## src/rtl/jsu_pkg.sv

```systemverilog
// Shared types, constants and helper functions for the JSON string unescaper.
`default_nettype none

package jsu_pkg;

    // Field widths fixed by the stream format.
    localparam int CAP_W     = 16;
    localparam int OUT_LEN_W = 16;

    // Default counter width and capacity after reset.
    localparam int                 LENGTH_BITS_DEFAULT = 16;
    localparam logic [CAP_W-1:0]   CAP_RESET           = 16'd256;

    // Status and error codes.
    localparam logic [1:0] ERR_NONE      = 2'd0;
    localparam logic [1:0] ERR_MALFORMED = 2'd1;
    localparam logic [1:0] ERR_OVERFLOW  = 2'd2;

    // Characters that matter to the escape decoder.
    localparam logic [7:0] CH_BSLASH = 8'h5C;
    localparam logic [7:0] CH_QUOTE  = 8'h22;
    localparam logic [7:0] CH_SLASH  = 8'h2F;
    localparam logic [7:0] CH_B      = 8'h62;
    localparam logic [7:0] CH_F      = 8'h66;
    localparam logic [7:0] CH_N      = 8'h6E;
    localparam logic [7:0] CH_R      = 8'h72;
    localparam logic [7:0] CH_T      = 8'h74;
    localparam logic [7:0] CH_U      = 8'h75;

    // Control bytes produced by the simple escapes.
    localparam logic [7:0] CTL_BS = 8'h08;
    localparam logic [7:0] CTL_FF = 8'h0C;
    localparam logic [7:0] CTL_LF = 8'h0A;
    localparam logic [7:0] CTL_CR = 8'h0D;
    localparam logic [7:0] CTL_HT = 8'h09;

    // Top six bits of high and low surrogates.
    localparam logic [5:0] SURR_HIGH_TAG = 6'b110110;
    localparam logic [5:0] SURR_LOW_TAG  = 6'b110111;
    localparam logic [20:0] SUPP_BASE    = 21'h10000;

    // Decoder modes.
    typedef enum logic [2:0] {
        MODE_NORMAL  = 3'd0,
        MODE_ESC     = 3'd1,
        MODE_HEX1    = 3'd2,
        MODE_WANT_BS = 3'd3,
        MODE_WANT_U  = 3'd4,
        MODE_HEX2    = 3'd5
    } mode_t;

    // Decoder state apart from the written-byte counter.
    typedef struct packed {
        mode_t       mode;
        logic [15:0] acc;
        logic [1:0]  cnt;
        logic [9:0]  hs;
        logic [1:0]  err;
    } st_t;

    // All results caused by one input item.
    typedef struct packed {
        logic [2:0]      nbytes;
        logic [3:0][7:0] bytes;
        logic            has_status;
        logic [1:0]      status;
    } res_t;

    // UTF-8 encoding of one code point.
    typedef struct packed {
        logic [2:0]      n;
        logic [3:0][7:0] b;
    } utf8_t;

    // Hex digit value with a valid flag in the top bit.
    function automatic logic [4:0] hex_nibble(input logic [7:0] c);
        logic [4:0] r;
        r = 5'd0;
        if (c >= 8'h30 && c <= 8'h39) begin
            r = {1'b1, 4'(c - 8'h30)};
        end
        else if (c >= 8'h61 && c <= 8'h66) begin
            r = {1'b1, 4'(c - 8'h57)};
        end
        else if (c >= 8'h41 && c <= 8'h46) begin
            r = {1'b1, 4'(c - 8'h37)};
        end
        return r;
    endfunction

    // Encode a code point of up to 21 bits as UTF-8, first byte in b[0].
    function automatic utf8_t utf8_encode(input logic [20:0] cp);
        utf8_t u;
        u = '0;
        if (cp <= 21'h7F) begin
            u.n    = 3'd1;
            u.b[0] = cp[7:0];
        end
        else if (cp <= 21'h7FF) begin
            u.n    = 3'd2;
            u.b[0] = 8'hC0 | {3'b000, cp[10:6]};
            u.b[1] = 8'h80 | {2'b00, cp[5:0]};
        end
        else if (cp <= 21'hFFFF) begin
            u.n    = 3'd3;
            u.b[0] = 8'hE0 | {4'b0000, cp[15:12]};
            u.b[1] = 8'h80 | {2'b00, cp[11:6]};
            u.b[2] = 8'h80 | {2'b00, cp[5:0]};
        end
        else begin
            u.n    = 3'd4;
            u.b[0] = 8'hF0 | {5'b00000, cp[20:18]};
            u.b[1] = 8'h80 | {2'b00, cp[17:12]};
            u.b[2] = 8'h80 | {2'b00, cp[11:6]};
            u.b[3] = 8'h80 | {2'b00, cp[5:0]};
        end
        return u;
    endfunction

endpackage

`default_nettype wire

```

## src/rtl/jsu_ifs.sv

```systemverilog
// Valid/ready channel interfaces for raw input, decoded output and configuration.
`default_nettype none

interface jsu_raw_if;
    logic       valid;
    logic       ready;
    logic [7:0] in_byte;
    logic       byte_present;
    logic       end_of_string;

    modport source (output valid, in_byte, byte_present, end_of_string, input ready);
    modport sink   (input valid, in_byte, byte_present, end_of_string, output ready);
endinterface

interface jsu_out_if;
    logic        valid;
    logic        ready;
    logic [7:0]  out_byte;
    logic        is_status;
    logic [1:0]  status;
    logic [15:0] out_length;
    logic        last;

    modport source (output valid, out_byte, is_status, status, out_length, last,
                    input ready);
    modport sink   (input valid, out_byte, is_status, status, out_length, last,
                    output ready);
endinterface

interface jsu_cfg_if;
    logic        valid;
    logic        ready;
    logic [15:0] capacity;

    modport source (output valid, capacity, input ready);
    modport sink   (input valid, capacity, output ready);
endinterface

`default_nettype wire

```

## src/rtl/json_string_unescape_utf8.sv

```systemverilog
// Top level of the JSON string unescaper: input register, decoder, result serializer.
//
// Raw string body bytes enter on the raw channel and decoded bytes leave on the
// decoded channel, followed by one status transfer per string carrying the outcome
// and the final byte count. An item that causes at most one result is taken every
// cycle while the decoded channel is ready; an item that causes n results (up to
// four UTF-8 bytes plus the status) holds the output port until all n have left, as
// results leave one per ready cycle through a single result register. The first
// result of an item passes the input register, then the result register, and waits
// in the input register while the result register holds earlier results. The capacity
// register may be written at any time the block is idle and is ready on every cycle.
`default_nettype none

module json_string_unescape_utf8 #(
    parameter int LENGTH_BITS = jsu_pkg::LENGTH_BITS_DEFAULT
) (
    input  logic      clk,
    input  logic      rst_n,
    jsu_raw_if.sink   raw,
    jsu_out_if.source decoded,
    jsu_cfg_if.sink   cfg
);

    localparam int CW = (LENGTH_BITS > jsu_pkg::OUT_LEN_W) ? LENGTH_BITS : jsu_pkg::OUT_LEN_W;

    logic [jsu_pkg::CAP_W-1:0] cap_reg;

    logic       in_valid_reg;
    logic [7:0] in_byte_reg;
    logic       in_present_reg;
    logic       in_end_reg;

    jsu_pkg::st_t           st_reg;
    jsu_pkg::st_t           st_next;
    logic [LENGTH_BITS-1:0] wc_reg;
    logic [LENGTH_BITS-1:0] wc_next;
    jsu_pkg::res_t          res;

    logic                   bun_valid_reg;
    jsu_pkg::res_t          bun_reg;
    logic [LENGTH_BITS-1:0] bun_base_reg;
    logic [2:0]             idx_reg;

    logic [2:0]             res_total;
    logic [2:0]             bun_total;
    logic                   out_last;
    logic                   out_fire;
    logic                   bun_free;
    logic                   advance;
    logic                   load;
    logic [LENGTH_BITS-1:0] out_len;
    logic [CW-1:0]          out_len_wide;

    // Configuration register.
    assign cfg.ready = 1'b1;

    always_ff @(posedge clk or negedge rst_n)
    begin
        if (!rst_n) begin
            cap_reg <= jsu_pkg::CAP_RESET;
        end
        else if (cfg.valid && cfg.ready) begin
            cap_reg <= cfg.capacity;
        end
    end

    // Decoder between the input register and the result register.
    jsu_decode #(
        .LENGTH_BITS (LENGTH_BITS)
    ) u_decode (
        .st            (st_reg),
        .wc            (wc_reg),
        .in_byte       (in_byte_reg),
        .byte_present  (in_present_reg),
        .end_of_string (in_end_reg),
        .capacity      (cap_reg),
        .st_next       (st_next),
        .wc_next       (wc_next),
        .res           (res)
    );

    // Handshake between stages.
    assign res_total = res.nbytes + {2'b00, res.has_status};
    assign bun_total = bun_reg.nbytes + {2'b00, bun_reg.has_status};
    assign out_last  = (idx_reg == bun_total - 3'd1);
    assign out_fire  = decoded.valid && decoded.ready;
    assign bun_free  = !bun_valid_reg || (out_fire && out_last);
    assign advance   = in_valid_reg && (bun_free || res_total == 3'd0);
    assign load      = advance && res_total != 3'd0;
    assign raw.ready = !in_valid_reg || advance;

    // Input register.
    always_ff @(posedge clk or negedge rst_n)
    begin
        if (!rst_n) begin
            in_valid_reg <= 1'b0;
        end
        else if (raw.ready) begin
            in_valid_reg <= raw.valid;
        end
    end

    always_ff @(posedge clk)
    begin
        if (raw.valid && raw.ready) begin
            in_byte_reg    <= raw.in_byte;
            in_present_reg <= raw.byte_present;
            in_end_reg     <= raw.end_of_string;
        end
    end

    // Decoder state, updated when an item leaves the input register.
    // All-zero state is the normal mode with no error.
    always_ff @(posedge clk or negedge rst_n)
    begin
        if (!rst_n) begin
            st_reg <= '0;
            wc_reg <= '0;
        end
        else if (advance) begin
            st_reg <= st_next;
            wc_reg <= wc_next;
        end
    end

    // Result register and its serializer index.
    always_ff @(posedge clk or negedge rst_n)
    begin
        if (!rst_n) begin
            bun_valid_reg <= 1'b0;
            idx_reg       <= '0;
        end
        else if (load) begin
            bun_valid_reg <= 1'b1;
            idx_reg       <= '0;
        end
        else if (out_fire) begin
            if (out_last) begin
                bun_valid_reg <= 1'b0;
                idx_reg       <= '0;
            end
            else begin
                idx_reg <= idx_reg + 3'd1;
            end
        end
    end

    always_ff @(posedge clk)
    begin
        if (load) begin
            bun_reg      <= res;
            bun_base_reg <= wc_reg;
        end
    end

    // Output fields of the current result.
    assign out_len      = bun_base_reg + LENGTH_BITS'(idx_reg)
                          + LENGTH_BITS'(idx_reg < bun_reg.nbytes);
    assign out_len_wide = CW'(out_len);

    assign decoded.valid      = bun_valid_reg;
    assign decoded.is_status  = (idx_reg >= bun_reg.nbytes);
    assign decoded.out_byte   = decoded.is_status ? 8'h00 : bun_reg.bytes[idx_reg[1:0]];
    assign decoded.status     = decoded.is_status ? bun_reg.status : jsu_pkg::ERR_NONE;
    assign decoded.out_length = out_len_wide[jsu_pkg::OUT_LEN_W-1:0];
    assign decoded.last       = out_last;

    // A status result is always the last result of its item.
    a_status_last: assert property (@(posedge clk) disable iff (!rst_n)
        decoded.valid && decoded.is_status |-> decoded.last)
        else $error("status result not marked last");

    // The serializer index never runs past the results held.
    a_idx_range: assert property (@(posedge clk) disable iff (!rst_n)
        bun_valid_reg |-> (idx_reg < bun_total))
        else $error("serializer index beyond results");

    // Closing a string leaves the decoder in its idle state with a zero count.
    a_end_clears: assert property (@(posedge clk) disable iff (!rst_n)
        advance && in_end_reg |=> (st_reg.mode == jsu_pkg::MODE_NORMAL && wc_reg == '0
                                   && st_reg.err == jsu_pkg::ERR_NONE))
        else $error("state not cleared at end of string");

    // The first error of a string holds until the string ends.
    a_err_sticky: assert property (@(posedge clk) disable iff (!rst_n)
        st_reg.err != jsu_pkg::ERR_NONE && !(advance && in_end_reg)
        |=> st_reg.err == $past(st_reg.err))
        else $error("error code changed within a string");

    // No data is produced once an error is recorded.
    a_no_data_after_err: assert property (@(posedge clk) disable iff (!rst_n)
        load && st_reg.err != jsu_pkg::ERR_NONE |-> res.nbytes == 3'd0)
        else $error("data produced after an error");

endmodule

`default_nettype wire

```

## src/rtl/jsu_decode.sv

```systemverilog
// Combinational escape decoder: one input item against the current state.
`default_nettype none

module jsu_decode #(
    parameter int LENGTH_BITS = jsu_pkg::LENGTH_BITS_DEFAULT
) (
    input  jsu_pkg::st_t             st,
    input  logic [LENGTH_BITS-1:0]   wc,
    input  logic [7:0]               in_byte,
    input  logic                     byte_present,
    input  logic                     end_of_string,
    input  logic [jsu_pkg::CAP_W-1:0] capacity,
    output jsu_pkg::st_t             st_next,
    output logic [LENGTH_BITS-1:0]   wc_next,
    output jsu_pkg::res_t            res
);

    // Width wide enough to compare count plus bytes against the capacity.
    localparam int CW = (LENGTH_BITS > jsu_pkg::CAP_W) ? LENGTH_BITS : jsu_pkg::CAP_W;
    localparam int SW = CW + 1;

    always_comb
    begin
        jsu_pkg::st_t  s;
        jsu_pkg::utf8_t u;
        logic [4:0]    hv;
        logic [15:0]   acc_new;
        logic [20:0]   cp;
        logic          want;
        logic [SW-1:0] sum;

        s       = st;
        u       = '0;
        want    = 1'b0;
        hv      = jsu_pkg::hex_nibble(in_byte);
        acc_new = {st.acc[11:0], hv[3:0]};
        cp      = '0;
        sum     = '0;
        wc_next = wc;
        res     = '0;

        // Byte handling, skipped once the string has an error.
        if (byte_present && st.err == jsu_pkg::ERR_NONE) begin
            unique case (st.mode)
                jsu_pkg::MODE_NORMAL:
                begin
                    if (in_byte == jsu_pkg::CH_BSLASH) begin
                        s.mode = jsu_pkg::MODE_ESC;
                    end
                    else begin
                        want   = 1'b1;
                        u.n    = 3'd1;
                        u.b[0] = in_byte;
                    end
                end
                jsu_pkg::MODE_ESC:
                begin
                    s.mode = jsu_pkg::MODE_NORMAL;
                    u.n    = 3'd1;
                    want   = 1'b1;
                    unique case (in_byte)
                        jsu_pkg::CH_QUOTE, jsu_pkg::CH_BSLASH, jsu_pkg::CH_SLASH:
                            u.b[0] = in_byte;
                        jsu_pkg::CH_B: u.b[0] = jsu_pkg::CTL_BS;
                        jsu_pkg::CH_F: u.b[0] = jsu_pkg::CTL_FF;
                        jsu_pkg::CH_N: u.b[0] = jsu_pkg::CTL_LF;
                        jsu_pkg::CH_R: u.b[0] = jsu_pkg::CTL_CR;
                        jsu_pkg::CH_T: u.b[0] = jsu_pkg::CTL_HT;
                        jsu_pkg::CH_U:
                        begin
                            want   = 1'b0;
                            s.mode = jsu_pkg::MODE_HEX1;
                            s.acc  = '0;
                            s.cnt  = '0;
                        end
                        default:
                        begin
                            want  = 1'b0;
                            s.err = jsu_pkg::ERR_MALFORMED;
                        end
                    endcase
                end
                jsu_pkg::MODE_WANT_BS:
                begin
                    if (in_byte == jsu_pkg::CH_BSLASH) begin
                        s.mode = jsu_pkg::MODE_WANT_U;
                    end
                    else begin
                        s.err = jsu_pkg::ERR_MALFORMED;
                    end
                end
                jsu_pkg::MODE_WANT_U:
                begin
                    if (in_byte == jsu_pkg::CH_U) begin
                        s.mode = jsu_pkg::MODE_HEX2;
                        s.acc  = '0;
                        s.cnt  = '0;
                    end
                    else begin
                        s.err = jsu_pkg::ERR_MALFORMED;
                    end
                end
                jsu_pkg::MODE_HEX1, jsu_pkg::MODE_HEX2:
                begin
                    if (!hv[4]) begin
                        s.err = jsu_pkg::ERR_MALFORMED;
                    end
                    else begin
                        s.acc = acc_new;
                        if (st.cnt != 2'd3) begin
                            s.cnt = st.cnt + 2'd1;
                        end
                        else begin
                            // Fourth digit completes the code unit.
                            s.cnt  = '0;
                            s.mode = jsu_pkg::MODE_NORMAL;
                            if (st.mode == jsu_pkg::MODE_HEX1) begin
                                if (acc_new[15:10] == jsu_pkg::SURR_HIGH_TAG) begin
                                    s.hs   = acc_new[9:0];
                                    s.mode = jsu_pkg::MODE_WANT_BS;
                                end
                                else if (acc_new[15:10] == jsu_pkg::SURR_LOW_TAG) begin
                                    s.err = jsu_pkg::ERR_MALFORMED;
                                end
                                else begin
                                    cp   = {5'd0, acc_new};
                                    want = 1'b1;
                                end
                            end
                            else begin
                                if (acc_new[15:10] != jsu_pkg::SURR_LOW_TAG) begin
                                    s.err = jsu_pkg::ERR_MALFORMED;
                                end
                                else begin
                                    cp   = jsu_pkg::SUPP_BASE + {1'b0, st.hs, acc_new[9:0]};
                                    want = 1'b1;
                                end
                            end
                            if (want) begin
                                u = jsu_pkg::utf8_encode(cp);
                            end
                        end
                    end
                end
                default:
                begin
                    s.mode = jsu_pkg::MODE_NORMAL;
                end
            endcase

            // Room check: the whole character fits below capacity or none of it goes out.
            if (want) begin
                sum = SW'(wc) + SW'(u.n);
                if (sum >= SW'(capacity)) begin
                    s.err = jsu_pkg::ERR_OVERFLOW;
                end
                else begin
                    res.nbytes = u.n;
                    res.bytes  = u.b;
                    wc_next    = LENGTH_BITS'(sum);
                end
            end
        end

        // End of string: report status and return to the idle state.
        if (end_of_string) begin
            if (s.mode != jsu_pkg::MODE_NORMAL && s.err == jsu_pkg::ERR_NONE) begin
                s.err = jsu_pkg::ERR_MALFORMED;
            end
            res.has_status = 1'b1;
            res.status     = s.err;
            s          = '0;
            s.mode     = jsu_pkg::MODE_NORMAL;
            wc_next    = '0;
        end

        st_next = s;
    end

endmodule

`default_nettype wire

```

## src/flat_wrapper.sv

```systemverilog
// flat-port wrapper written by rule: the top's interface ports become plain ports
module json_string_unescape_utf8_flat 
#(
    parameter int LENGTH_BITS = jsu_pkg::LENGTH_BITS_DEFAULT
)
  (clk, rst_n, raw_valid, raw_in_byte, raw_byte_present, raw_end_of_string, raw_ready, decoded_valid, decoded_out_byte, decoded_is_status, decoded_status, decoded_out_length, decoded_last, decoded_ready, cfg_valid, cfg_capacity, cfg_ready);
  jsu_raw_if raw_i ();
  jsu_out_if decoded_i ();
  jsu_cfg_if cfg_i ();
  input  logic clk;
  input  logic rst_n;
  input wire logic [$bits(raw_i.valid)-1:0] raw_valid;
  input wire logic [$bits(raw_i.in_byte)-1:0] raw_in_byte;
  input wire logic [$bits(raw_i.byte_present)-1:0] raw_byte_present;
  input wire logic [$bits(raw_i.end_of_string)-1:0] raw_end_of_string;
  output wire logic [$bits(raw_i.ready)-1:0] raw_ready;
  output wire logic [$bits(decoded_i.valid)-1:0] decoded_valid;
  output wire logic [$bits(decoded_i.out_byte)-1:0] decoded_out_byte;
  output wire logic [$bits(decoded_i.is_status)-1:0] decoded_is_status;
  output wire logic [$bits(decoded_i.status)-1:0] decoded_status;
  output wire logic [$bits(decoded_i.out_length)-1:0] decoded_out_length;
  output wire logic [$bits(decoded_i.last)-1:0] decoded_last;
  input wire logic [$bits(decoded_i.ready)-1:0] decoded_ready;
  input wire logic [$bits(cfg_i.valid)-1:0] cfg_valid;
  input wire logic [$bits(cfg_i.capacity)-1:0] cfg_capacity;
  output wire logic [$bits(cfg_i.ready)-1:0] cfg_ready;
  assign raw_i.valid = raw_valid;
  assign raw_i.in_byte = raw_in_byte;
  assign raw_i.byte_present = raw_byte_present;
  assign raw_i.end_of_string = raw_end_of_string;
  assign raw_ready = raw_i.ready;
  assign decoded_valid = decoded_i.valid;
  assign decoded_out_byte = decoded_i.out_byte;
  assign decoded_is_status = decoded_i.is_status;
  assign decoded_status = decoded_i.status;
  assign decoded_out_length = decoded_i.out_length;
  assign decoded_last = decoded_i.last;
  assign decoded_i.ready = decoded_ready;
  assign cfg_i.valid = cfg_valid;
  assign cfg_i.capacity = cfg_capacity;
  assign cfg_ready = cfg_i.ready;
  json_string_unescape_utf8 #(.LENGTH_BITS(LENGTH_BITS)) u_core (.clk(clk), .rst_n(rst_n), .raw(raw_i), .decoded(decoded_i), .cfg(cfg_i));
endmodule
```

## config.mk

```make
export PLATFORM = sky130hd
export DESIGN_NAME = json_string_unescape_utf8_flat
export DESIGN_NICKNAME = d
export VERILOG_FILES = /design/src/rtl/jsu_pkg.sv /design/src/rtl/jsu_ifs.sv /design/src/rtl/json_string_unescape_utf8.sv /design/src/rtl/jsu_decode.sv /design/src/flat_wrapper.sv
export SDC_FILE = /design/constraint.sdc
export NUM_CORES = 1
export LEC_CHECK = 0
export ABC_CLOCK_PERIOD_IN_PS = 18150
export BUFFER_PORTS_ARGS = -buffer_cell sky130_fd_sc_hd__clkbuf_2
export CAP_MARGIN = 10
export CORE_ASPECT_RATIO = 0.5
export CORE_UTILIZATION = 50
export CTS_CLUSTER_DIAMETER = 200
export DETAILED_ROUTE_END_ITERATION = 16
export GPL_ROUTABILITY_DRIVEN = 0
export PLACE_DENSITY = 0.68
export SETUP_SLACK_MARGIN = 0.05
export SLEW_MARGIN = 20
export SYNTH_ARGS = -nofsm -noshare
export SYNTH_HDL_FRONTEND = slang
export SYNTH_SLANG_ARGS = --single-unit
```

## constraint.sdc

```tcl
create_clock -name clk -period 18.15 [get_ports clk]
set_clock_uncertainty 0.1 [all_clocks]
set_input_delay 2.7225 -clock clk [delete_from_list [all_inputs] [get_ports clk]]
set_output_delay 2.7225 -clock clk [all_outputs]
set_load 0.02 [all_outputs]
```

After elaboration in Yosys (flattened, before gate mapping)
Index checks and enable logic that the tools add are counted.
{"block": "totals", "ff_bits": 130, "inputBits": 31, "output_inout_bits": 31, "wordCells": 213}
{"block": "op_classes", "n_addsub": 12, "n_lt_le_gt_ge": 13, "n_eq_ne": 24, "n_mux": 91, "n_bitwise": 6, "n_reduce_logical": 43}
{"cell": "35-bit two-way mux", "n": 6}
{"cell": "21-bit two-way mux", "n": 7}
{"cell": "16-bit two-way mux", "n": 8}
{"cell": "33-bit two-way mux", "n": 2}
{"cell": "8-bit by 7-bit equality test with 1-bit output (second input constant)", "n": 7}
{"cell": "18-bit one-hot mux with 3 select lines", "n": 1}
{"cell": "24-bit two-way mux", "n": 2}
{"cell": "8-bit one-hot mux with 6 select lines", "n": 1}
{"cell": "8-bit two-way mux", "n": 5}
{"cell": "3-bit two-way mux", "n": 11}
{"cell": "31-bit two-way mux", "n": 1}
{"cell": "10-bit two-way mux", "n": 3}
{"cell": "2-bit two-way mux", "n": 15}
{"cell": "8-bit one-hot mux with 3 select lines", "n": 1}
{"cell": "22-bit two-way mux", "n": 1}
{"cell": "17-bit by 20-bit adder with 21-bit output (first input constant)", "n": 1}
{"cell": "21-bit by 11-bit <= comparator with 1-bit output (second input constant)", "n": 1}
{"cell": "21-bit by 16-bit <= comparator with 1-bit output (second input constant)", "n": 1}
{"cell": "21-bit by 7-bit <= comparator with 1-bit output (second input constant)", "n": 1}
{"cell": "20-bit two-way mux", "n": 1}
{"cell": "9-bit OR reduction", "n": 2}
{"cell": "16-bit by 3-bit adder with 17-bit output", "n": 1}
{"cell": "17-bit by 16-bit >= comparator with 1-bit output", "n": 1}
{"cell": "1-bit two-way mux", "n": 17}
{"cell": "other kinds (49)", "n": 92}

Depth between registers and ports, before layout
{"block": "logic_depth", "word_depth": 37, "depth_mapped": 38, "depth_no_buf": 33}

By module
Synthesis repeated with hierarchy kept, for this count alone.
{"block": "unflattened", "hier_cells": 849, "hier_area_um2": 8783.4}
{"mod": "json_string_unescape_utf8", "n_inst": 1, "cells_each": 317, "area_per_inst_um2": 5427.7, "seq_area_each_um2": 3674.8}
{"mod": "jsu_decode", "n_inst": 1, "cells_each": 532, "area_per_inst_um2": 3355.7, "seq_area_each_um2": 0.0}

Worst setup path after synthesis
OpenSTA, ideal clock, no wires.
{"block": "synth_path", "path_type": "reg-to-output", "from": "reg u_core.in_byte_reg[0]", "to": "out raw_ready", "arrival_ns": 6.780, "required_ns": 15.327, "path_slack_ns": 8.547, "path_stages_with_launch": 33, "path_buffers": 3, "cell_sequence": "edfxtp_1 -> inv_1 -> ha_1 -> nor3b_1 -> or4_4 -> o21ai_4 -> nand2_1 -> nor3_2 -> nand3_1 -> inv_1 -> ha_1 -> a21o_1 -> a21oi_1 -> nor2_1 -> and3_1 -> clkbuf_1 -> xor2_1 -> ha_1 -> and3_1 -> a221o_1 -> a221oi_1 -> and3_1 -> and2_1 -> buf_2 -> nand2_2 -> clkbuf_1 -> nor2b_1 -> ha_1 -> ha_1 -> inv_1 -> and4_1 -> o41ai_1 -> or2_2"}
{"element": "start: declaration", "line": "json_string_unescape_utf8.sv:29", "text": "logic [7:0] in_byte_reg;"}
{"element": "start signal: assignment", "line": "json_string_unescape_utf8.sv:106", "text": "in_byte_reg <= raw.in_byte;"}
{"element": "end: declaration", "line": "flat_wrapper.sv:16", "text": "output wire logic [$bits(raw_i.ready)-1:0] raw_ready;"}

==> results.md <==
* Period minus WS final at between 10000 and 15000 ps
* Clock Latency Late Sink at between 400 and 500 ps
* Reg2reg path depth at 28
* Ant diodes at 0
* Detailed placer's ending HPWL at 14.0 mm
* Max_cap viols at 0
* Initial DRC count at about 600
* TritonCTS clock tree: yes
* Clock slew at reported path FFs at around 60 ps
* Worst Path Max Fanout at 21
* Clk sinks at around 130
* CP arrival at 8810 ps
* Setup-failing EPs final at 0
* CORE AREA at between 0.01 and 0.015 mm^2
* Gr usage total at 0.252
* NetSw at between 0.0004 and 0.0005 W
* Fmax at 0.0860 GHz
* H-Tree Depth at 4
* Final worst slack at 6520 ps
* Detail Route Antenna Nets at 0
* Fin Setup TNS at 0 ps
* Rel. slew slack at 0.388
* Fillers at about 1300
* Synth top area cells: edfxtp_1 (23%), dfrtp_1 (21%), ha_1 (5.6%)
* Clk buf depth at 2
* Die extent in y at around 90 um
* Static leakage at about 3.7 nW
* Die area at 0.0161 mm^2
* Slowest Stage Delay on Critical Path at around 770 ps
* Clock network fraction of design power at 0.292
* Final hold vios at 0
* Simple-gate share of the synthesized area at 0.174
* Total wire length at 19.0 mm
* Drt pass-1 iters at 6
* Place WS at between 7000 and 8000 ps
* Critical Path Sink Type: output port
* # DRC at 0
* DR vias at 6291
* Cell Area, Synth at slightly below 0.008 mm^2
* Mean post-synth cell area at between 9 and 10 um^2
* Vias in the first global route at 6148
* Post-cts resize count at 0
* Adder-Cell Fraction of Synth Area at 0.0638
* Layout Nets at 896
* Final worst path period share at 0.641
* Initial antenna violation count at 0
* Critical path launch point type: flop
* Area Growth Syn to Fin at 12.8%
* Crit path max-delay cell type: o41ai_1
* Largest family of logic cells by synthesized area: compound AO/OA/AOI/OAI gates
* Crit path capture: raw_ready
* Initial core utilization at 0.526
* Reg power frac at 0.353
* Synth area leader: edfxtp_1
* Net switching share of the total power at 0.385
* Xor/xnor cell area share of the yosys netlist at 0.0423
* GRT overflow at 0
* Syn Inst Count at about 790
* RR Endpoint: u_core.in_byte_reg[0]$_DFFE_PP_
* Root buffer cell: clkbuf_16
* Global-route wire length before repair at approximately 31 mm
* Post-synth net total at around 860
* Yosys reg bits at 127
* Crit path top cell by count: ha_1
* Site Rows at 31
* Ys Warns at 0
* Final hold slack at 422 ps
* Crit path from: u_core.st_reg[30]$_DFFE_PN0P_
* EDFF count, synth at 61
* Status: finished clean
* Port Buffer Count at 60
* Sequential share of the synthesized area at 0.446
* I/O pin total at 62
* Max reg flops at 35
* Area fraction in compound gates after synthesis at 0.175
* # Post-CTS Setup Buffers at 0
* Distinct cell type count after synthesis at 85
* Int Power at 0.000719 W
* CTS buffer count at 17
* Async SR Flop Fraction at 0.520
* Mux cell area share after synthesis at 0.0489
* Worst EP required at between 15000 and 20000 ps
* Least-Margin Pin Slew at ~900 ps
* DR vias/cell at between 6 and 7
* Share of layout cells above drive strength 1 at 0.155
* Cts hold-fix bufs at 0
* FF-to-FF Start: u_core.st_reg[30]$_DFFE_PN0P_
* Die width at around 180 um
* WL/cell at ~18 um
* Final Slew Violations at 0
* Ys flop type: dfrtp_1
* Peak supply drop at 0.0744 mV
* Critical path type: flop to output port
* Largest net degree at the start of global routing at between 60 and 70
* Power Dens Cells at approximately 130 mW/mm^2
* Logic gate share of total power at 0.355
* RSZ-0062 raised after global routing: false
* Worst Hold Class: flop to flop
* R2R setup slack at around 9000 ps
* Area share of the largest cell type after synthesis at 0.235
## layout by cell type (no fill, tap or decap), types with 5 or more instances in the layout
cell,Yosys,final
a21o_1,8,8
a21oi_1,34,33
a22oi_1,7,7
a31oi_1,18,18
a32o_1,10,10
a41oi_1,5,5
and2_1,5,5
and3_1,16,16
clkbuf_16,0,18
clkbuf_2,1,59
dfrtp_1,65,65
edfxtp_1,61,61
ha_1,35,35
inv_1,50,50
mux2_2,7,7
mux2i_1,13,13
mux4_2,7,7
nand2_1,82,82
nand2b_1,9,9
nand3_1,28,28
nand4_1,13,13
nor2_1,55,53
nor2b_1,7,7
nor3_1,17,17
nor3b_1,5,5
nor4_1,5,5
o21ai_0,48,48
o31ai_1,13,13
o41ai_1,10,10
xnor2_1,22,22
xor2_1,13,13
## layer usage
| metal | vias to the layer above | wire length (um) | global-route usage |
|---|---|---|---|
| li1 | 2982 | - | - |
| met3 | 43 | 1400 | 0.0585 |
| met2 | 253 | 8590 | 0.383 |
| met1 | 3013 | 8610 | 0.349 |
| met4 | 0 | 417 | 0.0953 |
| met5 | - | 0 | 0 |
## cells in the mapped netlist, types with 7 or more instances
cell type and number:
nand2_1 82, dfrtp_1 65, edfxtp_1 61, nor2_1 55, inv_1 50, o21ai_0 48, ha_1 35, a21oi_1 34
nand3_1 28, clkbuf_1 27, xnor2_1 22, a31oi_1 18, nor3_1 17, and3_1 16, mux2i_1 13, nand4_1 13
o31ai_1 13, xor2_1 13, a32o_1 10, o41ai_1 10, buf_2 9, nand2b_1 9, a21o_1 8, a22oi_1 7
mux2_2 7, mux4_2 7, nor2b_1 7
## worst max-delay path, delay by kind of cell (launching register included)
family,cells,cell delay (ps)
flip-flops,1,620
AO/OA/AOI/OAI,5,2310
XOR/XNOR,1,210
buffers and inverters,3,300
adder cells (fa/ha/maj),5,1310
AND/OR/NAND/NOR,14,3630
## worst min-delay path by stage
stage	from	endpoint	slack [ps]	cells past startpoint
after CTS	u_core.wc_reg[2]$_DFFE_PN0P_	u_core.bun_base_reg[2]$_DFFE_PP_	410	0
after detailed placement	u_core.wc_reg[2]$_DFFE_PN0P_	u_core.bun_base_reg[2]$_DFFE_PP_	400	0
after global placement	u_core.wc_reg[2]$_DFFE_PN0P_	u_core.bun_base_reg[2]$_DFFE_PP_	400	0
after global routing	u_core.wc_reg[2]$_DFFE_PN0P_	u_core.bun_base_reg[2]$_DFFE_PP_	430	0
final	u_core.cap_reg[0]$_DFFE_PN0P_	u_core.cap_reg[0]$_DFFE_PN0P_	420	1
after floorplan	u_core.wc_reg[7]$_DFFE_PN0P_	u_core.bun_base_reg[7]$_DFFE_PP_	320	0
## cells by family (layout without fill, tap and decap cells)
group / Yosys count / after routing
flip-flops: 127 / 127
AND/OR/NAND/NOR: 269 / 269
buffers and inverters: 93 / 146
other: 1 / 1
multiplexers: 28 / 28
XOR/XNOR: 36 / 36
AO/OA/AOI/OAI: 195 / 195
adder cells (fa/ha/maj): 38 / 38
## metrics by stage
step / power (W) / std cells / utilization / instance area [um^2]
after floorplan: 0.000720 / 787 / - / 7810
after global placement: 0.000824 / 1006 / 0.553 / 8210
after detailed placement: 0.000832 / 1006 / 0.553 / 8210
after CTS: 0.00117 / 1038 / 0.593 / 8800
after global routing: 0.00123 / 1038 / 0.593 / 8810
final: 0.00117 / 1038 / 0.593 / 8810
## final cells by class
cell class                 count  area [um^2]  area share
clock buffer                  22          495      0.0563
multi-input combinational    567         3960       0.450
sequential                   127         3480       0.396
timing repair buffer          64          330      0.0375
tap                          198          248      0.0281
inverter                      50          188      0.0213
clock inverter                10         97.6      0.0111
## power groups by stage
stage / sequential [W] / clock (W) / combinational [W]
3_3_place_gp: 0.000416 / 0 / 0.000408
5_1_grt: 0.000420 / 0.000357 / 0.000457
2_1_floorplan: 0.000390 / 0 / 0.000330
4_1_cts: 0.000413 / 0.000345 / 0.000415
6_report: 0.000413 / 0.000342 / 0.000416
3_5_place_dp: 0.000418 / 0 / 0.000414
No activity file was read; power rests on OpenSTA's default activity.
